--- src/sv/mrrg_pkg.sv ---
// Shared types and constants of the ramp generator.
`default_nettype none
package mrrg_pkg;

  localparam logic [2:0] ACT_JUMP = 3'd0;
  localparam logic [2:0] ACT_RAMP = 3'd1;
  localparam logic [2:0] ACT_STOP = 3'd2;
  localparam logic [2:0] ACT_SET  = 3'd3;
  localparam logic [2:0] ACT_TICK = 3'd4;

  localparam logic [15:0] GRAIN_RESET = 16'd20;

  localparam logic [5:0] MUL_STEPS = 6'd32;
  localparam logic [5:0] DIV_STEPS = 6'd49;
  localparam logic [51:0] MUL_LIMIT = 52'h2_0000_0000_0000;

  localparam logic [47:0] SLOPE_MAX = 48'h7FFF_FFFF_FFFF;
  localparam logic [47:0] SLOPE_MIN = 48'h8000_0000_0000;

  typedef enum logic {
    UOP_MUL,
    UOP_DIV
  } unit_op_t;

  typedef enum logic [2:0] {
    ST_IDLE,
    ST_ADV_MUL,
    ST_DIV_START,
    ST_DIV_WAIT,
    ST_RAMP_CHK,
    ST_EMIT,
    ST_SCH_MUL
  } state_t;

  typedef struct packed {
    logic [2:0]         action;
    logic signed [31:0] value;
    logic [23:0]        duration_ms;
    logic [31:0]        time_ms;
  } in_item_t;

  typedef struct packed {
    logic signed [31:0] out_value;
    logic [31:0]        out_time_ms;
  } out_item_t;

  typedef struct packed {
    logic       start;
    unit_op_t   op;
    logic [48:0] opa;
    logic [31:0] opb;
  } unit_req_t;

  typedef struct packed {
    logic        done;
    logic [49:0] result;
  } unit_rsp_t;

endpackage
`default_nettype wire

--- src/sv/mrrg_unit.sv ---
// Shared shift-add multiplier and restoring divider, one bit per cycle.
`default_nettype none
module mrrg_unit (
  input  wire logic             clk,
  input  wire logic             rst_n,
  input  wire mrrg_pkg::unit_req_t req,
  output mrrg_pkg::unit_rsp_t   rsp
);

  logic              busy_r, busy_nxt;
  logic              done_r, done_nxt;
  mrrg_pkg::unit_op_t op_r, op_nxt;
  logic [5:0]        cnt_r, cnt_nxt;
  logic [50:0]       acc_r, acc_nxt;
  logic [48:0]       shreg_r, shreg_nxt;
  logic [47:0]       opnd_r, opnd_nxt;

  logic [50:0] add_a;
  logic [50:0] add_b;
  logic        cin;
  logic [51:0] sum;
  logic        ge;

  always_comb begin
    if (op_r == mrrg_pkg::UOP_MUL) begin
      add_a = {acc_r[49:0], 1'b0};
      add_b = shreg_r[48] ? {3'b0, opnd_r} : 51'd0;
      cin   = 1'b0;
    end else begin
      add_a = {acc_r[49:0], shreg_r[48]};
      add_b = ~{3'b0, opnd_r};
      cin   = 1'b1;
    end
    sum = {1'b0, add_a} + {1'b0, add_b} + {51'd0, cin};
    ge  = sum[51];
  end

  always_comb begin
    busy_nxt  = busy_r;
    done_nxt  = 1'b0;
    op_nxt    = op_r;
    cnt_nxt   = cnt_r;
    acc_nxt   = acc_r;
    shreg_nxt = shreg_r;
    opnd_nxt  = opnd_r;
    if (req.start) begin
      busy_nxt = 1'b1;
      op_nxt   = req.op;
      acc_nxt  = '0;
      if (req.op == mrrg_pkg::UOP_MUL) begin
        shreg_nxt = {req.opb, 17'd0};
        opnd_nxt  = req.opa[47:0];
        cnt_nxt   = mrrg_pkg::MUL_STEPS;
      end else begin
        shreg_nxt = req.opa;
        opnd_nxt  = {24'd0, req.opb[23:0]};
        cnt_nxt   = mrrg_pkg::DIV_STEPS;
      end
    end else if (busy_r) begin
      if (op_r == mrrg_pkg::UOP_MUL) begin
        acc_nxt   = (sum > mrrg_pkg::MUL_LIMIT) ? mrrg_pkg::MUL_LIMIT[50:0] : sum[50:0];
        shreg_nxt = {shreg_r[47:0], 1'b0};
      end else begin
        acc_nxt   = ge ? sum[50:0] : add_a;
        shreg_nxt = {shreg_r[47:0], ge};
      end
      cnt_nxt = cnt_r - 6'd1;
      if (cnt_r == 6'd1) begin
        busy_nxt = 1'b0;
        done_nxt = 1'b1;
      end
    end
  end

  always_ff @(posedge clk) begin
    if (!rst_n) begin
      busy_r <= 1'b0;
      done_r <= 1'b0;
      op_r   <= mrrg_pkg::UOP_MUL;
      cnt_r  <= '0;
    end else begin
      busy_r <= busy_nxt;
      done_r <= done_nxt;
      op_r   <= op_nxt;
      cnt_r  <= cnt_nxt;
    end
    acc_r   <= acc_nxt;
    shreg_r <= shreg_nxt;
    opnd_r  <= opnd_nxt;
  end

  assign rsp.done   = done_r;
  assign rsp.result = (op_r == mrrg_pkg::UOP_MUL) ? acc_r[49:0] : {1'b0, shreg_r};

`ifndef SYNTHESIS
  a_done_not_busy: assert property (@(posedge clk) disable iff (!rst_n)
    done_r |-> !busy_r) else $error("unit done while still busy");
  a_mul_bounded: assert property (@(posedge clk) disable iff (!rst_n)
    (busy_r && op_r == mrrg_pkg::UOP_MUL) |-> ({1'b0, acc_r} <= mrrg_pkg::MUL_LIMIT))
    else $error("product accumulator above limit");
  a_div_rem_bounded: assert property (@(posedge clk) disable iff (!rst_n)
    (busy_r && op_r == mrrg_pkg::UOP_DIV) |-> (acc_r[50:24] == 27'd0))
    else $error("division remainder out of range");
  a_cnt_live: assert property (@(posedge clk) disable iff (!rst_n)
    busy_r |-> (cnt_r != 6'd0)) else $error("busy with zero count");
`endif

endmodule
`default_nettype wire

--- src/sv/message_rate_ramp_generator_top.sv ---
// Top level of the ramp generator: item decode, line state and step sequencer.
// Usage:
//   Input items (jump, ramp, stop, set, tick) arrive on in_valid/in_ready with
//   in_data; a result item leaves on out_valid/out_ready with out_data.
//   cfg_we/cfg_wdata write the grain interval in milliseconds (reset 20).
//   One item at a time: in_ready is high only while the sequencer is idle.
//   Stop, set, unknown actions and ticks that emit nothing go straight back to
//   idle. Jump and a due tick go through the emit state, followed by a multiply
//   in the shared unit when another step gets scheduled; a zero-duration ramp is
//   handled like a jump. Other ramps run the slope division in the shared unit,
//   then emit if the slope is non-zero and run the schedule multiply if another
//   step gets scheduled; a pending step first needs its advance multiply.
//   The result sits in an output register, so the next item is taken while it
//   waits; a stalled receiver holds the block only when a further result is
//   ready to be written.
//   Reset (rst_n low, synchronous) clears the line state to zero, cancels any
//   pending step and drops out_valid.
`default_nettype none
module message_rate_ramp_generator_top (
  input  wire logic                 clk,
  input  wire logic                 rst_n,
  input  wire logic                 in_valid,
  output logic                      in_ready,
  input  wire mrrg_pkg::in_item_t   in_data,
  output logic                      out_valid,
  input  wire logic                 out_ready,
  output mrrg_pkg::out_item_t       out_data,
  input  wire logic                 cfg_we,
  input  wire logic [15:0]          cfg_wdata
);

  mrrg_pkg::state_t    state_r, state_nxt;
  logic [15:0]         grain_r, grain_nxt;
  logic signed [31:0]  current_r, current_nxt;
  logic signed [31:0]  target_r, target_nxt;
  logic signed [47:0]  slope_r, slope_nxt;
  logic [31:0]         last_r, last_nxt;
  logic                pending_r, pending_nxt;
  logic [31:0]         due_r, due_nxt;
  logic signed [31:0]  sched_r, sched_nxt;
  logic signed [31:0]  lvl_r, lvl_nxt;
  logic [31:0]         tm_r, tm_nxt;
  logic [23:0]         dur_r, dur_nxt;
  logic                out_valid_r, out_valid_nxt;
  mrrg_pkg::out_item_t out_data_r, out_data_nxt;

  mrrg_pkg::unit_req_t req;
  mrrg_pkg::unit_rsp_t rsp;

  logic        slope_neg;
  logic [47:0] slope_mag;
  logic [15:0] g_eff;
  logic [31:0] tdiff;
  logic        reached;
  logic [31:0] adv_ms;
  logic        slope_nz;
  logic        going;
  logic        diff_neg;
  logic [32:0] dmag;
  logic [48:0] quo;
  logic [47:0] slope_div;
  logic        slot_free;

  function automatic logic signed [31:0] add_fin(input logic signed [31:0] base,
                                                 input logic neg,
                                                 input logic [49:0] q);
    logic [35:0] x;
    logic [35:0] s;
    logic        frac_nz;
    begin
      x       = {2'b0, q[49:16]};
      frac_nz = |q[15:0];
      if (neg) begin
        s = {{4{base[31]}}, base} + ~x + {35'd0, ~frac_nz};
      end else begin
        s = {{4{base[31]}}, base} + x;
      end
      if (!s[35] && (s[34:31] != 4'd0)) begin
        add_fin = 32'sh7FFF_FFFF;
      end else if (s[35] && (s[34:31] != 4'hF)) begin
        add_fin = 32'sh8000_0000;
      end else begin
        add_fin = s[31:0];
      end
    end
  endfunction

  mrrg_unit u_unit (
    .clk   (clk),
    .rst_n (rst_n),
    .req   (req),
    .rsp   (rsp)
  );

  always_comb begin
    slope_neg = slope_r[47];
    slope_mag = slope_neg ? (~slope_r + 48'd1) : slope_r;
    g_eff     = (grain_r == 16'd0) ? 16'd1 : grain_r;
    tdiff     = in_data.time_ms - due_r;
    reached   = ~tdiff[31];
    adv_ms    = in_data.time_ms - last_r;
    slope_nz  = (slope_r != 48'sd0);
    going     = slope_nz && (slope_neg ? (lvl_r > target_r) : (lvl_r < target_r));
    diff_neg  = (target_r < current_r);
    dmag      = diff_neg ? ({current_r[31], current_r} - {target_r[31], target_r})
                         : ({target_r[31], target_r} - {current_r[31], current_r});
    quo       = rsp.result[48:0];
    if (diff_neg) begin
      slope_div = (quo > {1'b0, mrrg_pkg::SLOPE_MIN}) ? mrrg_pkg::SLOPE_MIN
                                                     : (~quo[47:0] + 48'd1);
    end else begin
      slope_div = (quo[48:47] != 2'b00) ? mrrg_pkg::SLOPE_MAX : quo[47:0];
    end
    slot_free = !out_valid_r || out_ready;
  end

  // next state
  always_comb begin
    state_nxt = state_r;
    unique case (state_r)
      mrrg_pkg::ST_IDLE: begin
        if (in_valid) begin
          unique case (in_data.action)
            mrrg_pkg::ACT_JUMP: state_nxt = mrrg_pkg::ST_EMIT;
            mrrg_pkg::ACT_RAMP: begin
              if (in_data.duration_ms == 24'd0) begin
                state_nxt = mrrg_pkg::ST_EMIT;
              end else if (pending_r) begin
                state_nxt = mrrg_pkg::ST_ADV_MUL;
              end else begin
                state_nxt = mrrg_pkg::ST_DIV_START;
              end
            end
            mrrg_pkg::ACT_TICK: begin
              if (pending_r && reached) state_nxt = mrrg_pkg::ST_EMIT;
            end
            default: state_nxt = mrrg_pkg::ST_IDLE;
          endcase
        end
      end
      mrrg_pkg::ST_ADV_MUL: if (rsp.done) state_nxt = mrrg_pkg::ST_DIV_START;
      mrrg_pkg::ST_DIV_START: state_nxt = mrrg_pkg::ST_DIV_WAIT;
      mrrg_pkg::ST_DIV_WAIT: if (rsp.done) state_nxt = mrrg_pkg::ST_RAMP_CHK;
      mrrg_pkg::ST_RAMP_CHK: state_nxt = slope_nz ? mrrg_pkg::ST_EMIT : mrrg_pkg::ST_IDLE;
      mrrg_pkg::ST_EMIT: begin
        if (slot_free) state_nxt = going ? mrrg_pkg::ST_SCH_MUL : mrrg_pkg::ST_IDLE;
      end
      mrrg_pkg::ST_SCH_MUL: if (rsp.done) state_nxt = mrrg_pkg::ST_IDLE;
      default: state_nxt = mrrg_pkg::ST_IDLE;
    endcase
  end

  // datapath and unit control
  always_comb begin
    grain_nxt     = cfg_we ? cfg_wdata : grain_r;
    current_nxt   = current_r;
    target_nxt    = target_r;
    slope_nxt     = slope_r;
    last_nxt      = last_r;
    pending_nxt   = pending_r;
    due_nxt       = due_r;
    sched_nxt     = sched_r;
    lvl_nxt       = lvl_r;
    tm_nxt        = tm_r;
    dur_nxt       = dur_r;
    out_valid_nxt = out_valid_r && !out_ready;
    out_data_nxt  = out_data_r;
    req.start     = 1'b0;
    req.op        = mrrg_pkg::UOP_MUL;
    req.opa       = '0;
    req.opb       = '0;
    unique case (state_r)
      mrrg_pkg::ST_IDLE: begin
        if (in_valid) begin
          tm_nxt  = in_data.time_ms;
          dur_nxt = in_data.duration_ms;
          unique case (in_data.action)
            mrrg_pkg::ACT_JUMP: begin
              pending_nxt = 1'b0;
              current_nxt = in_data.value;
              target_nxt  = in_data.value;
              lvl_nxt     = in_data.value;
            end
            mrrg_pkg::ACT_RAMP: begin
              target_nxt = in_data.value;
              if (in_data.duration_ms == 24'd0) begin
                pending_nxt = 1'b0;
                current_nxt = in_data.value;
                lvl_nxt     = in_data.value;
              end else if (pending_r) begin
                req.start = 1'b1;
                req.op    = mrrg_pkg::UOP_MUL;
                req.opa   = {1'b0, slope_mag};
                req.opb   = adv_ms;
              end
            end
            mrrg_pkg::ACT_STOP: pending_nxt = 1'b0;
            mrrg_pkg::ACT_SET: begin
              pending_nxt = 1'b0;
              current_nxt = in_data.value;
            end
            mrrg_pkg::ACT_TICK: begin
              if (pending_r && reached) begin
                pending_nxt = 1'b0;
                lvl_nxt     = sched_r;
                tm_nxt      = due_r;
              end
            end
            default: ;
          endcase
        end
      end
      mrrg_pkg::ST_ADV_MUL: begin
        if (rsp.done) current_nxt = add_fin(current_r, slope_neg, rsp.result);
      end
      mrrg_pkg::ST_DIV_START: begin
        req.start = 1'b1;
        req.op    = mrrg_pkg::UOP_DIV;
        req.opa   = {dmag, 16'd0};
        req.opb   = {8'd0, dur_r};
      end
      mrrg_pkg::ST_DIV_WAIT: begin
        if (rsp.done) begin
          slope_nxt   = slope_div;
          pending_nxt = 1'b0;
        end
      end
      mrrg_pkg::ST_RAMP_CHK: lvl_nxt = current_r;
      mrrg_pkg::ST_EMIT: begin
        if (slot_free) begin
          out_valid_nxt            = 1'b1;
          out_data_nxt.out_time_ms = tm_r;
          last_nxt                 = tm_r;
          if (slope_nz && !going) begin
            out_data_nxt.out_value = target_r;
            current_nxt            = target_r;
            pending_nxt            = 1'b0;
          end else begin
            out_data_nxt.out_value = lvl_r;
            current_nxt            = lvl_r;
          end
          if (going) begin
            pending_nxt = 1'b1;
            due_nxt     = tm_r + {16'd0, g_eff};
            req.start   = 1'b1;
            req.op      = mrrg_pkg::UOP_MUL;
            req.opa     = {1'b0, slope_mag};
            req.opb     = {16'd0, g_eff};
          end
        end
      end
      mrrg_pkg::ST_SCH_MUL: begin
        if (rsp.done) sched_nxt = add_fin(current_r, slope_neg, rsp.result);
      end
      default: ;
    endcase
  end

  always_ff @(posedge clk) begin
    if (!rst_n) begin
      state_r     <= mrrg_pkg::ST_IDLE;
      grain_r     <= mrrg_pkg::GRAIN_RESET;
      current_r   <= '0;
      target_r    <= '0;
      slope_r     <= '0;
      last_r      <= '0;
      pending_r   <= 1'b0;
      due_r       <= '0;
      sched_r     <= '0;
      out_valid_r <= 1'b0;
    end else begin
      state_r     <= state_nxt;
      grain_r     <= grain_nxt;
      current_r   <= current_nxt;
      target_r    <= target_nxt;
      slope_r     <= slope_nxt;
      last_r      <= last_nxt;
      pending_r   <= pending_nxt;
      due_r       <= due_nxt;
      sched_r     <= sched_nxt;
      out_valid_r <= out_valid_nxt;
    end
    lvl_r      <= lvl_nxt;
    tm_r       <= tm_nxt;
    dur_r      <= dur_nxt;
    out_data_r <= out_data_nxt;
  end

  assign in_ready  = (state_r == mrrg_pkg::ST_IDLE);
  assign out_valid = out_valid_r;
  assign out_data  = out_data_r;

`ifndef SYNTHESIS
  a_pending_has_slope: assert property (@(posedge clk) disable iff (!rst_n)
    (pending_r && state_r == mrrg_pkg::ST_IDLE) |-> slope_nz)
    else $error("step pending with zero slope");
  a_sched_pending: assert property (@(posedge clk) disable iff (!rst_n)
    (state_r == mrrg_pkg::ST_SCH_MUL) |-> pending_r)
    else $error("scheduling without a pending step");
  a_done_expected: assert property (@(posedge clk) disable iff (!rst_n)
    rsp.done |-> (state_r == mrrg_pkg::ST_ADV_MUL || state_r == mrrg_pkg::ST_DIV_WAIT ||
                  state_r == mrrg_pkg::ST_SCH_MUL))
    else $error("unit result in unexpected state");
  a_no_overwrite: assert property (@(posedge clk) disable iff (!rst_n)
    (out_valid_r && !out_ready) |=> out_valid_r)
    else $error("result item dropped before it was taken");
`endif

endmodule
`default_nettype wire
--- config.mk ---
export PLATFORM = sky130hd
export DESIGN_NAME = message_rate_ramp_generator_top
export DESIGN_NICKNAME = d
export VERILOG_FILES = /design/src/sv/mrrg_pkg.sv /design/src/sv/mrrg_unit.sv /design/src/sv/message_rate_ramp_generator_top.sv
export SDC_FILE = /design/constraint.sdc
export NUM_CORES = 2
export LEC_CHECK = 0
export BUFFER_PORTS_ARGS = -buffer_cell sky130_fd_sc_hd__clkbuf_2
export CAP_MARGIN = 0
export CORE_UTILIZATION = 46
export CTS_BUF_LIST = sky130_fd_sc_hd__clkbuf_2 sky130_fd_sc_hd__clkbuf_4 sky130_fd_sc_hd__clkbuf_8
export CTS_CLUSTER_DIAMETER = 150
export DETAILED_ROUTE_END_ITERATION = 7
export PLACE_DENSITY = 0.71
export SYNTH_ARGS = -nofsm -noshare
export SYNTH_HDL_FRONTEND = slang
export SYNTH_SLANG_ARGS = --single-unit
--- constraint.sdc ---
create_clock -name clk -period 5.8 [get_ports clk]
set_clock_uncertainty 0.05 [all_clocks]
set_input_delay 1.16 -clock clk [delete_from_list [all_inputs] [get_ports clk]]
set_output_delay 1.16 -clock clk [all_outputs]
set_load 0.005 [all_outputs]
Word-level counts from Yosys, hierarchy flattened. Index checks and enable logic that the tools add are counted. W data, S select, Z words.

Register bits after elaboration: 537. Input bits: 112. Output and inout port bits: 66. Logic and storage cells: 192.

$add $sub $neg: 13. Magnitude comparators: 5. Eq/ne operators: 24. Mux-type cells: 78. Bitwise logic cells: 8. Reductions and logical operators: 41.

Operators with widths (number): $mux W83 (6); $mux W32 (13); $pmux W83 S3 (1); $mux W48 (5); $mux W50 (4); $pmux W32 S3 (2); $mux W49 (3); $mux W36 (4); $pmux W32 S2 (2); $add A48 B1 Y48 const B (2); $not A48 Y48 (2); $sub A32 B32 Y33 (2); $lt A32 B32 Y1 (2); $sub A32 B32 Y32 (2); $add A51 B51 Y52 (1); $add A52 B1 Y52 (1); $gt A52 B50 Y1 const B (1); $mux W51 (1); $not A48 Y51 (1); $gt A49 B48 Y1 const B (1); $reduce_bool A48 Y1 (1); $add A32 B35 Y36 (1); $add A36 B1 Y36 (1); $add A36 B36 Y36 (1); other kinds (44) (109).

Depth between registers and ports, before layout.
Depth in word-level cells: 13. Gate-level depth with buffers: 27. Gate-level depth less buffers: 18.

Modules after synthesis. Synthesis repeated with hierarchy kept, for this count alone.

Cells, all modules: 4985. Area total of the unflattened synthesis: 40991.8 µm².

By module, submodules not included: message_rate_ramp_generator_top (instances 1, cells each 3666, area each 29263.1 µm², seq. area each 9148.8 µm²); mrrg_unit (instances 1, cells each 1319, area each 11728.7 µm², seq. area each 4093.9 µm²).

Worst setup path after synthesis. OpenSTA, ideal clock, no wires.

Path type: reg2reg. Start point: reg u_unit.op_r. End point: reg sched_r[16]. Setup time: 0.070 ns. Data arrival time: 6.135 ns. Data required time: 5.680 ns. Setup slack: -0.455 ns. Cell stages (with the launch flop): 28. Buffers on the path: 9. Cells stage by stage: dfxtp_1 buf_2 buf_2 buf_2 buf_2 buf_2 buf_2 buf_1 mux2i_1 ha_1 o221ai_1 nand3b_1 inv_2 fa_1 fa_1 a211oi_1 o21ai_0 a31o_2 a21o_1 a31oi_1 o31ai_1 a21oi_1 xnor2_1 o31ai_4 buf_4 buf_2 nand2_1 a21oi_1.

Word-level cells in the longest chain between the ends: 11.

Ends and longest elaborated chain: start, declared (line mrrg_unit.sv:12) `mrrg_pkg::unit_op_t op_r, op_nxt;`; start signal, assigned (line mrrg_unit.sv:79) `op_r <= mrrg_pkg::UOP_MUL;`; start signal, assigned (line mrrg_unit.sv:84) `op_r <= op_nxt;`; $mux W50 (*) (line mrrg_unit.sv:93) `assign rsp.result = (op_r == mrrg_pkg::UOP_MUL) ? acc_r[49:0] : {1'b0, shreg_r};`; $not A34 Y36 or $reduce_or A16 Y1 (tied branches) (line message_rate_ramp_generator_top.sv:74, message_rate_ramp_generator_top.sv:72); $add A36 B36 Y36 or $not A1 Y1 (tied branches) (line message_rate_ramp_generator_top.sv:74) `s = {{4{base[31]}}, base} + ~x + {35'd0, ~frac_nz};`; $add A36 B1 Y36 (line message_rate_ramp_generator_top.sv:74); $mux W36 (*) (line message_rate_ramp_generator_top.sv:73) `if (neg) begin`; $mux W36 (*) (line message_rate_ramp_generator_top.sv:253) `if (rsp.done) sched_nxt = add_fin(current_r, slope_neg, rsp.result);`; $mux W36 (*) (line message_rate_ramp_generator_top.sv:172) `unique case (state_r)`; $ne A4 B4 Y1 (line message_rate_ramp_generator_top.sv:80) `end else if (s[35] && (s[34:31] != 4'hF)) begin`; $logic_and A1 B1 Y1 (line message_rate_ramp_generator_top.sv:80); $mux W32 (line message_rate_ramp_generator_top.sv:80); $mux W32 (*) (line message_rate_ramp_generator_top.sv:78) `if (!s[35] && (s[34:31] != 4'd0)) begin`; end signal, assigned (line message_rate_ramp_generator_top.sv:280) `sched_r <= sched_nxt;`; end, declared (line message_rate_ramp_generator_top.sv:40) `logic signed [31:0] sched_r, sched_nxt;`.

Every way passes the cells marked *; elsewhere a longest branch is shown, timed or not. The select of a mux whose other input is x is not followed. A chain may end at the register's enable or synchronous reset.

Worst setup path in the final report.
Start point: reg u_unit.op_r. End point: reg current_r[1].

Word-level cells in the longest chain between the ends: 13.

Ends and longest elaborated chain: $mux W50 (*) (line mrrg_unit.sv:93); $not A34 Y36 or $reduce_or A16 Y1 (tied branches) (line message_rate_ramp_generator_top.sv:74, message_rate_ramp_generator_top.sv:72); $add A36 B36 Y36 or $not A1 Y1 (tied branches) (line message_rate_ramp_generator_top.sv:74); $add A36 B1 Y36 (line message_rate_ramp_generator_top.sv:74); $mux W36 (*) (line message_rate_ramp_generator_top.sv:73); $mux W36 (*) (line message_rate_ramp_generator_top.sv:214) `if (rsp.done) current_nxt = add_fin(current_r, slope_neg, rsp.result);`; $mux W36 (*) (line message_rate_ramp_generator_top.sv:172); $ne A4 B4 Y1 (line message_rate_ramp_generator_top.sv:80); $logic_and A1 B1 Y1 (line message_rate_ramp_generator_top.sv:80); $mux W32 (line message_rate_ramp_generator_top.sv:80); $mux W32 (*) (line message_rate_ramp_generator_top.sv:78); $mux W32 (*) (line message_rate_ramp_generator_top.sv:214); $pmux W32 S3 (*) (line message_rate_ramp_generator_top.sv:172); end signal, assigned (line message_rate_ramp_generator_top.sv:274) `current_r <= current_nxt;`; end, declared (line message_rate_ramp_generator_top.sv:34) `logic signed [31:0] current_r, current_nxt;`.

Marked as above.

==> flow_summary.yaml <==
outcome:
  status: "complete, no violations"
floorplanning:
  die_h_um: 297
  dieArea_mm2: 0.0879
  fp-row-count: 107
  fp.dieW_um: 297
  coreArea_mm2: 0.0855
  ioPinCount: 178
  start_util_pct: 46.6
routing:
  wl_per_cell_um: 24.5
  vias: 38600
  drt_first_pass_iters: 6
  first_iter_violations: 3940
  drc_errors: 0
  drtAntennaViolNets: 0
  vias_per_cell: 6.28
  wirelength_um: 151000
logic_synthesis:
  syn_inst: 4803
  synth_nets: 5221
  ys.flop_type: "dfxtp_1"
  yosysTopAreaCell: "edfxtp_1"
  yosysTopAreaCellShare_pct: 18.7
  synth_area_leaders: "edfxtp_1, dfxtp_1, ha_1"
  synth_edf_count: 249
  syn-mean-instance-area_um2: 8.31
  synth-seq-cells: 537
  synth.cell_area_mm2: 0.0399
  synth-async-reset-ratio_pct: 0
  synth_warnings: 0
  yosysUniqueCellTypes: 107
  seq_area_frac_synth_pct: 33.2
global_routing:
  antenna_found_initial: 3
  grt_pass1_wl_um: 224000
  grt.overflow.total: 0
  grt_max_degree: 76
  track_usage_pct: 33.6
  grt_pass1_vias: 36500
worst_setup_path:
  crit_path_max_fanout: 32
  cp.required_ps: 6420
  slowest_delay_ps: 550
  path_cells: "mux2i_1 -> ha_1 -> o221ai_1 -> nand3b_1 -> inv_2 -> fa_1 -> fa_1 -> a211oi_1 -> o21ai_0 -> a31o_2 -> a21o_1 -> a31oi_1 -> o31ai_1 -> a21oi_1 -> xnor2_1 -> o31ai_4 -> buf_12 -> buf_12 -> a31oi_1 -> o22ai_1"
  path_buf_inv: 3
  critical_path_arrival_ps: 6140
  cp-end-kind: "flip-flop"
  setup.worst_path.class: "reg -> reg"
  slowest_stage: "dfxtp_4"
  crit_family: "compound AO/OA/AOI/OAI gates"
  start_kind: "flip-flop"
pwr:
  powerDensity_mw_per_mm2: 420
  peakVddDrop_mv: 0.301
  p_sw_w: 0.00883
  p_int_w: 0.00975
  power.share.sequential_pct: 27.4
  power_frac_clock_pct: 20.5
  pwr-share-comb_pct: 52.0
  p_sw_share_pct: 47.5
  power.leakage_nw: 17.4
placement:
  place_ws_ps: 343
  port_buffers: 177
  dp_hpwl_um: 115000
  gp_congestion: 1.04
  post_dp_cell_area_mm2: 0.0422
clocking:
  path_clk_slew_ps: 60
  clock_latency_ps: 790
  clock_path_buffers: 3
  h-tree-depth: 3
  cts.sinks: 537
  numCtsBuffers: 95
  cts_tree: "yes"
  cts-root-buf: "clkbuf_8"
sta:
  worstMarginPinSlew_ps: 1080
  worst_slack_ps: 278
  finalMaxSlewViolations: 0
  min_period_ps: 5520
  maxSlewHeadroom_pct: 27.4
  finalSetupViolations: 0
  finalHoldViolations: 0
  tns_ps: 0
  timing.final.crit_share_pct: 95.2
  grt_setup_unrepaired: "false"
  max_freq_mhz: 181
cells_and_area:
  multi_input_area_mm2: 0.0246
  fill_cells: 8052
  synthToLayoutAreaGrowth_pct: 10.9
  final_area_mm2: 0.0442
  post_route_cells_drive_above_1_share_pct: 12.6
  post-route-util_pct: 51.7
  nets: 5337
  regArea_mm2: 0.0133
flow_run:
  maxCapViolations: 0
hold_path:
  hold_class: "reg -> reg"
## registers in the layout, indices dropped and copies added, names as in the netlist
register / flops
u_unit.busy_r: 1
last_r: 32
current_r: 32
u_unit.cnt_r: 6
state_r: 3
out_valid: 1
slope_r: 48
u_unit.shreg_r: 49
u_unit.op_r: 1
u_unit.done_r: 1
u_unit.opnd_r: 48
grain_r: 16
dur_r: 24
tm_r: 32
due_r: 32
target_r: 32
u_unit.acc_r: 50
sched_r: 32
lvl_r: 32
out_data: 64
pending_r: 1
## cells in the mapped netlist (23+ instances only)
library cell and n:
ha_1 297, a221oi_1 57, a21oi_1 470, xor2_1 105, and2_1 24, xnor2_1 121, clkbuf_1 212, inv_1 250
o22ai_1 35, a22oi_1 23, nand2_1 534, edfxtp_1 249, a21o_1 116, o31ai_1 45, nor4_1 29, o21bai_1 66
nor3_1 101, dfxtp_1 288, o21ai_1 29, nand3_1 62, nor2b_1 36, or3_1 31, o21ai_0 452, a31oi_1 63
and3_1 39, nand4_1 49, mux2_2 72, mux2i_1 111, a211oi_1 44, o211ai_1 37, nor2_1 327, buf_2 38
nand2b_1 44
## power groups by stage
stage | Sequential [W] | Combinational [W] | Clock, W
after floorplan | 0.00478 | 0.00631 | 0
after global placement | 0.00512 | 0.00935 | 0
after detailed placement | 0.00512 | 0.00930 | 0
after CTS | 0.00505 | 0.00937 | 0.00385
after global routing | 0.00510 | 0.0103 | 0.00401
final | 0.00510 | 0.00966 | 0.00382
## cell usage in the layout, fill, tap and decap left out, types with 44 or more instances in the layout
cell,Yosys,routed
nand2_1,534,533
a21oi_1,470,470
o21ai_0,452,452
nor2_1,327,323
ha_1,297,297
dfxtp_1,288,284
edfxtp_1,249,249
inv_1,250,246
clkbuf_2,0,176
xnor2_1,121,121
a21o_1,116,116
buf_4,11,114
mux2i_1,111,110
clkbuf_8,0,109
xor2_1,105,105
nor3_1,101,97
mux2_2,72,72
o21bai_1,66,66
a31oi_1,63,63
nand3_1,62,62
a221oi_1,57,57
nand4_1,49,49
o31ai_1,45,45
nand2b_1,44,44
a211oi_1,44,44
## per-layer routing
| layer | vias up | wire, µm | GRT usage, % | part of all wire, % |
|---|---|---|---|---|
| met3 | 430 | 13500 | 6.14 | 9.0 |
| met4 | 2 | 7890 | 17.4 | 5.2 |
| met5 | - | 7 | 0 | 0.0046 |
| met2 | 1969 | 69100 | 53.9 | 46 |
| li1 | 17800 | - | - | - |
| met1 | 18400 | 60300 | 43.0 | 40 |
## cell families after synthesis
family | share of synthesized area, %
AOI/OAI and AO/OA | 25.3
and+or+nand+nor | 16.1
DFF | 33.2
buffers and inverters | 5.34
adders and majority gates | 9.76
xor gates and xnor gates | 4.96
muxes | 5.36
## path summary, 6_finish.rpt
check / end / start / slack, ps / cells past startpoint
worst max-delay path: current_r[1] / u_unit.op_r / 280 / 20
worst min-delay path: last_r[13] / last_r[13] / 400 / 2
worst max register to register: current_r[1] / u_unit.op_r / 280 / 20
worst min register to register: last_r[13] / last_r[13] / 400 / 2
## timing repair
action | in CTS | in global routing
gates resized for setup | 0 | 3
buffers inserted | 0 | 0
setup endpoints to repair | 0 | 8
hold buffers | 0 | 0
endpoints found under the hold margin | 0 | 0
## area by class of cell
cell class,instances,area share (%)
Clock inverter,32,0.549
Timing Repair Buffer,300,4.38
Tap cell,1144,3.24
Antenna cell,3,0.0170
Inverter,255,2.17
Clock buffer,147,4.04
Multi-Input combinational cell,3730,55.7
Sequential cell,537,30.0
## through the flow
| step | total power (W) | std cells | hold WS, ps |
|---|---|---|---|
| after global routing | 0.0195 | 6147 | 426 |
| after CTS | 0.0183 | 6145 | 405 |
| after floorplan | 0.0111 | 4803 | 386 |
| final | 0.0186 | 6148 | 404 |
| after detailed placement | 0.0144 | 5966 | 397 |
| after global placement | 0.0145 | 5966 | 392 |
## worst register-to-register path: cells and delay by family (launching register included)
kind                       cells  cell delay [ps]
xor gates and xnor gates       1              200
buffers and inverters          3              540
DFF                            1              550
muxes                          1              170
adders and majority gates      3             1160
and+or+nand+nor                1              270
AOI/OAI and AO/OA             11             2470
No activity file was read; power rests on OpenSTA's default activity.
